[src/pse_pkg.sv]
`timescale 1ns / 1ps
package pse_pkg;
   localparam int CAPACITY_DEF = 1024;
   localparam int MAX_PER_ITEM_DEF = 64;
   localparam logic [63:0] GOLDEN = 64'h9e3779b97f4a7c15;
   localparam logic [63:0] MIX_A = 64'hff51afd7ed558ccd;
   localparam logic [63:0] MIX_B = 64'hc4ceb9fe1a85ec53;
   localparam logic [27:0] ACC_ONE = 28'd256;
   localparam logic [27:0] ACC_MAX = 28'hFFFFFFF;

   localparam logic [1:0] REQ_TICK = 2'd0;
   localparam logic [1:0] REQ_BURST = 2'd1;
   localparam logic [1:0] REQ_RELEASE = 2'd2;

   localparam logic [2:0] REG_RATE = 3'd0;
   localparam logic [2:0] REG_SPREAD = 3'd1;
   localparam logic [2:0] REG_VLO = 3'd2;
   localparam logic [2:0] REG_VHI = 3'd3;
   localparam logic [2:0] REG_LLO = 3'd4;
   localparam logic [2:0] REG_LHI = 3'd5;
   localparam logic [2:0] REG_SEED = 3'd6;

   typedef struct packed {
      logic        start;
      logic [63:0] seed_val;
      logic        seed_load;
   } rng_ctl_type;
endpackage

[src/pse_mul.sv]
`timescale 1ns / 1ps
// 64x64 low-product multiplier built from three 32x32 partial products
module pse_mul import pse_pkg::*; (
   input  logic        clock,
   input  logic        reset,
   input  logic        start,
   input  logic [63:0] a,
   input  logic [63:0] b,
   output logic        done,
   output logic [63:0] prod
);
   logic [2:0]  step_ff, step_in;
   logic [63:0] a_ff, b_ff, acc_ff, acc_in;
   logic [31:0] ma, mb;
   logic [63:0] pp;

   always_comb begin
      ma = a_ff[31:0];
      mb = b_ff[31:0];
      unique case (step_ff)
         3'd1: begin ma = a_ff[31:0]; mb = b_ff[31:0]; end
         3'd2: begin ma = a_ff[63:32]; mb = b_ff[31:0]; end
         3'd3: begin ma = a_ff[31:0]; mb = b_ff[63:32]; end
         default: begin ma = a_ff[31:0]; mb = b_ff[31:0]; end
      endcase
      pp = 64'(ma) * 64'(mb);
      acc_in = acc_ff;
      unique case (step_ff)
         3'd1: acc_in = pp;
         3'd2: acc_in = acc_ff + {pp[31:0], 32'd0};
         3'd3: acc_in = acc_ff + {pp[31:0], 32'd0};
         default: acc_in = acc_ff;
      endcase
      step_in = step_ff;
      if (start) step_in = 3'd1;
      else if (step_ff != 3'd0 && step_ff != 3'd4) step_in = step_ff + 3'd1;
      else if (step_ff == 3'd4) step_in = 3'd0;
   end

   always_ff @(posedge clock) begin
      if (reset) begin
         step_ff <= 3'd0;
      end else begin
         step_ff <= step_in;
      end
      if (start) begin
         a_ff <= a;
         b_ff <= b;
      end
      acc_ff <= acc_in;
   end

   assign done = (step_ff == 3'd4);
   assign prod = acc_ff;
endmodule

[src/pse_rng.sv]
`timescale 1ns / 1ps
// one draw: add, mix, multiply, mix, multiply, mix on the shared multiplier
module pse_rng import pse_pkg::*; (
   input  logic        clock,
   input  logic        reset,
   input  rng_ctl_type ctl,
   output logic        done,
   output logic [23:0] draw
);
   typedef enum logic [1:0] {R_IDLE, R_M1, R_M2} rstate_type;
   rstate_type st_ff;
   logic [63:0] state_ff;
   logic        done_ff;
   logic        mstart;
   logic [63:0] ma, mb, prod;
   logic        mdone;
   logic [63:0] x0;

   assign x0 = state_ff + GOLDEN;

   pse_mul u_mul (
      .clock(clock), .reset(reset), .start(mstart), .a(ma), .b(mb),
      .done(mdone), .prod(prod)
   );

   always_comb begin
      mstart = 1'b0;
      ma = x0 ^ (x0 >> 33);
      mb = MIX_A;
      if (st_ff == R_IDLE && ctl.start) mstart = 1'b1;
      if (st_ff == R_M1 && mdone) begin
         mstart = 1'b1;
         ma = prod ^ (prod >> 33);
         mb = MIX_B;
      end
   end

   always_ff @(posedge clock) begin
      if (reset) begin
         st_ff <= R_IDLE;
         state_ff <= 64'd0;
         done_ff <= 1'b0;
      end else begin
         done_ff <= 1'b0;
         if (ctl.seed_load) state_ff <= ctl.seed_val;
         unique case (st_ff)
            R_IDLE: if (ctl.start) st_ff <= R_M1;
            R_M1: if (mdone) st_ff <= R_M2;
            R_M2: if (mdone) begin
               state_ff <= prod ^ (prod >> 33);
               done_ff <= 1'b1;
               st_ff <= R_IDLE;
            end
            default: st_ff <= R_IDLE;
         endcase
      end
   end

   assign done = done_ff;
   assign draw = state_ff[23:0];
endmodule

[config.mk]
export PLATFORM = sky130hd
export DESIGN_NAME = pse_rng
export DESIGN_NICKNAME = d
export VERILOG_FILES = /design/src/pse_pkg.sv /design/src/pse_mul.sv /design/src/pse_rng.sv
export SDC_FILE = /design/constraint.sdc
export NUM_CORES = 2
export LEC_CHECK = 0
export ABC_AREA = 1
export BUFFER_PORTS_ARGS = -buffer_cell sky130_fd_sc_hd__buf_2
export CAP_MARGIN = 25
export CORE_MARGIN = 4
export CORE_UTILIZATION = 35
export DETAILED_ROUTE_END_ITERATION = 8
export GPL_TIMING_DRIVEN = 1
export PLACE_DENSITY_LB_ADDON = 0.2
export RECOVER_POWER = 50
export SYNTH_ARGS = -nofsm -noshare
export SYNTH_HDL_FRONTEND = slang
export SYNTH_HIERARCHICAL = 1
export SYNTH_SLANG_ARGS = --single-unit
[constraint.sdc]
create_clock -name clock -period 22.6 [get_ports clock]
set_input_delay 6.78 -clock clock [delete_from_list [all_inputs] [get_ports clock]]
set_output_delay 6.78 -clock clock [all_outputs]
set_load 0.01 [all_outputs]
==> results.toml <==
[routing]
wl_met3_um = 14550
highest_layer = "met5"
drt_drc_violations_left = 0
via_count = 43350
dr.pass1.iters = 8
drt_iter0_drc = 3610
wl_per_cell_um = 23.52
route.met2.wl_um = 89600
routed_wl_um = 199900
postRouteAntennaNets = 0
via_per_inst = 5.103
wl_met1_um = 88750

[worst_hold_path]
hp-class = "reg -> reg"
min_path_cells = 2
hp-start = "u_mul/step_ff[0]$_SDFFE_PP0P_"

[critical_path]
slowest_delay_ps = 1080
cp.depth = 39
path_buf_inv = 10
critPathLaunchType = "flop"
crit_top_cell = "inv_1"
cpMaxStageDelayCell = "clkbuf_1"
setup.worst_path.start = "u_mul/step_ff[0]$_SDFFE_PP0P_"
critPathTopFamily = "adder cells"
arrival_ps = 12100
critical_path_peak_fanout = 33
cp-end-kind = "flop"
r2r_cells = 39
required_ps = 23050
crit-reg2reg-launch = "u_mul/step_ff[0]$_SDFFE_PP0P_"
critical_path_class = "reg -> reg"

[clocking]
clk_pin_slew_worst_paths_ps = 70
cts_root_buffer = "clkbuf_16"
htreeDepth = 2
clockBufferDepth = 3
cts.hold.buffers_added = 0
insertion_delay_ps = 590
post-cts-setup-buffer-count = 0
cts_tree = "yes"
clkSinkCount = 262
cts-buffers-inserted = 35
ctsResizeCount = 0

[sta]
fin_crit_sh_pct = 51.57
finClkSkew_ps = 32.91
grt_setup_unrepaired = "no"
slew_headroom_pct = -163.3
finalSetupViolCount = 0
finalSetupTns_ps = 0
fmax_mhz = 85.80
setup_slack_ps = 10950
hold_viol = 0
period_needed_ps = 11650
worst_hold_slack_ps = 520.8
worst_slew_pin_slew_ps = 3950
slew_violations = 503

[synthesis]
synth_cells = 6580
synth_compound_area_share_pct = 6.364
muxShareOfSynthArea_pct = 0.08322
synthMostInstantiatedCell = "nand2_1"
ys.flop_type = "edfxtp_1"
async_flop_share_pct = 0
synth_common_cells = "nand2_1, inv_1, fa_1"
synth_top_area_share_pct = 35.13
synth_enable_flop_cells = 192
synth_top_family_by_area = "adder cells"
synth_fa_ha_area_share_pct = 42.54
synth.avg_cell_area_um2 = 7.769
yosys.area_share.simple_pct = 22.68
synth_top_cell_by_area = "fa_1"
synth.cell_area_um2 = 51120
ys_seq_elements = 262
synth_cell_types = 58
synthTopCellsByArea = "fa_1, nand2_1, edfxtp_1"
synth_warnings = 6
ys_seq_area_share_pct = 14.02
synthXorXnorAreaFrac_pct = 1.642

[final_layout]
area_delta_synth_final_pct = 6.917
fillers = 15410
antenna_cells = 0
final_layout_size_suffix_gt1_share_pct = 7.098
nNetsFinal = 7834
layoutNonFillerInstCount = 8496
multiInputGateArea_um2 = 37640
regArea_um2 = 7167

[place]
io_buffers = 92
place.gp.congestion = 0.9887
placedCellCount = 8432
place_ws_ps = 11850
dp_hpwl_um = 166400

[grt]
grt_pass1_vias = 43960
grt_first_pass_wirelength_um = 297800
grt_use_total_pct = 26.37
grt_max_degree = 76
grt_overflow = 0
antenna_found_initial = 7

[floorplan]
die_h_um = 390.2
core_um2 = 144400
num_io_pins = 93
dieArea_um2 = 152200
num_rows = 139
start_util_pct = 35.41
die_x_um = 390.2

[job]
maxCapViolations = 10

[run_status]
violations = "max-capacitance violations, max-slew violations"
status = "complete, but fails checks"
per-stage QoR:
stage	utilization, %	area, µm²
6_report	37.86	54660
5_1_grt	37.86	54660
4_1_cts	37.92	54740
3_5_place_dp	37.08	53530
3_3_place_gp	37.00	53410
2_1_floorplan	-	51230
cells in the final DEF, fill, tap and decap left out, types with 12 or more instances in the layout:
master / instances
a21o_1: 12
a21oi_1: 188
buf_2: 90
buf_4: 71
clkbuf_1: 16
clkbuf_16: 35
conb_1: 30
dfxtp_1: 70
edfxtp_1: 192
fa_1: 897
ha_1: 302
inv_1: 1311
inv_2: 47
nand2_1: 1591
nand2_2: 36
nand3_1: 230
nand4_1: 39
nor2_1: 757
nor2_2: 30
nor2_4: 14
nor3_1: 29
o21a_1: 24
o21ai_0: 231
o21ai_1: 23
o21ai_2: 51
o21bai_1: 17
or2_2: 38
xnor2_1: 15
xor2_1: 79
path summary, 6_finish.rpt:
kind	end	slack, ps
setup / recovery	u_mul/prod[61]$_DFFE_PP_	10950
hold / removal	u_mul/step_ff[0]$_SDFFE_PP0P_	520
setup reg to reg	u_mul/prod[61]$_DFFE_PP_	10950
hold reg to reg	u_mul/step_ff[0]$_SDFFE_PP0P_	520
routing by layer:
metal	track usage, %	vias to the layer above
li1	-	19650
met1	37.33	21930
met2	41.79	1530
met3	4.245	245
met4	7.609	2
met5	0	-
area by class of cell:
cell class / instances / share of cell area (%)
Tap cell: 1903 / 4.356
Clock inverter: 21 / 0.5082
Sequential cell: 262 / 13.11
Inverter: 1367 / 9.388
Timing Repair Buffer: 176 / 2.074
Multi-Input combinational cell: 4724 / 68.87
Clock buffer: 43 / 1.694
worst reg2reg max path, delay by kind of cell (launching register included):
family / cells / cell delay, ps
adders and majority gates: 11 / 4590
AOI/OAI and AO/OA: 4 / 820
buffers and inverters: 10 / 2970
DFF: 1 / 380
and+or+nand+nor: 12 / 2130
xor gates and xnor gates: 2 / 630
cells by family after synthesis:
family | Yosys count
other | 2
xor gates and xnor gates | 95
adders and majority gates | 1200
and+or+nand+nor | 2820
muxes | 4
AOI/OAI and AO/OA | 575
DFF | 262
buffers and inverters | 1622
sequential cells by signal, indices dropped and copies added, names as in the netlist:
name           count
state_ff          64
u_mul/a_ff        64
u_mul/b_ff        64
u_mul/prod        64
u_mul/step_ff      3
st_ff              2
done               1
Power is left out: the tool's default activity adds up to more than one toggle a clock period on the data nets, which glitch-free logic cannot reach.
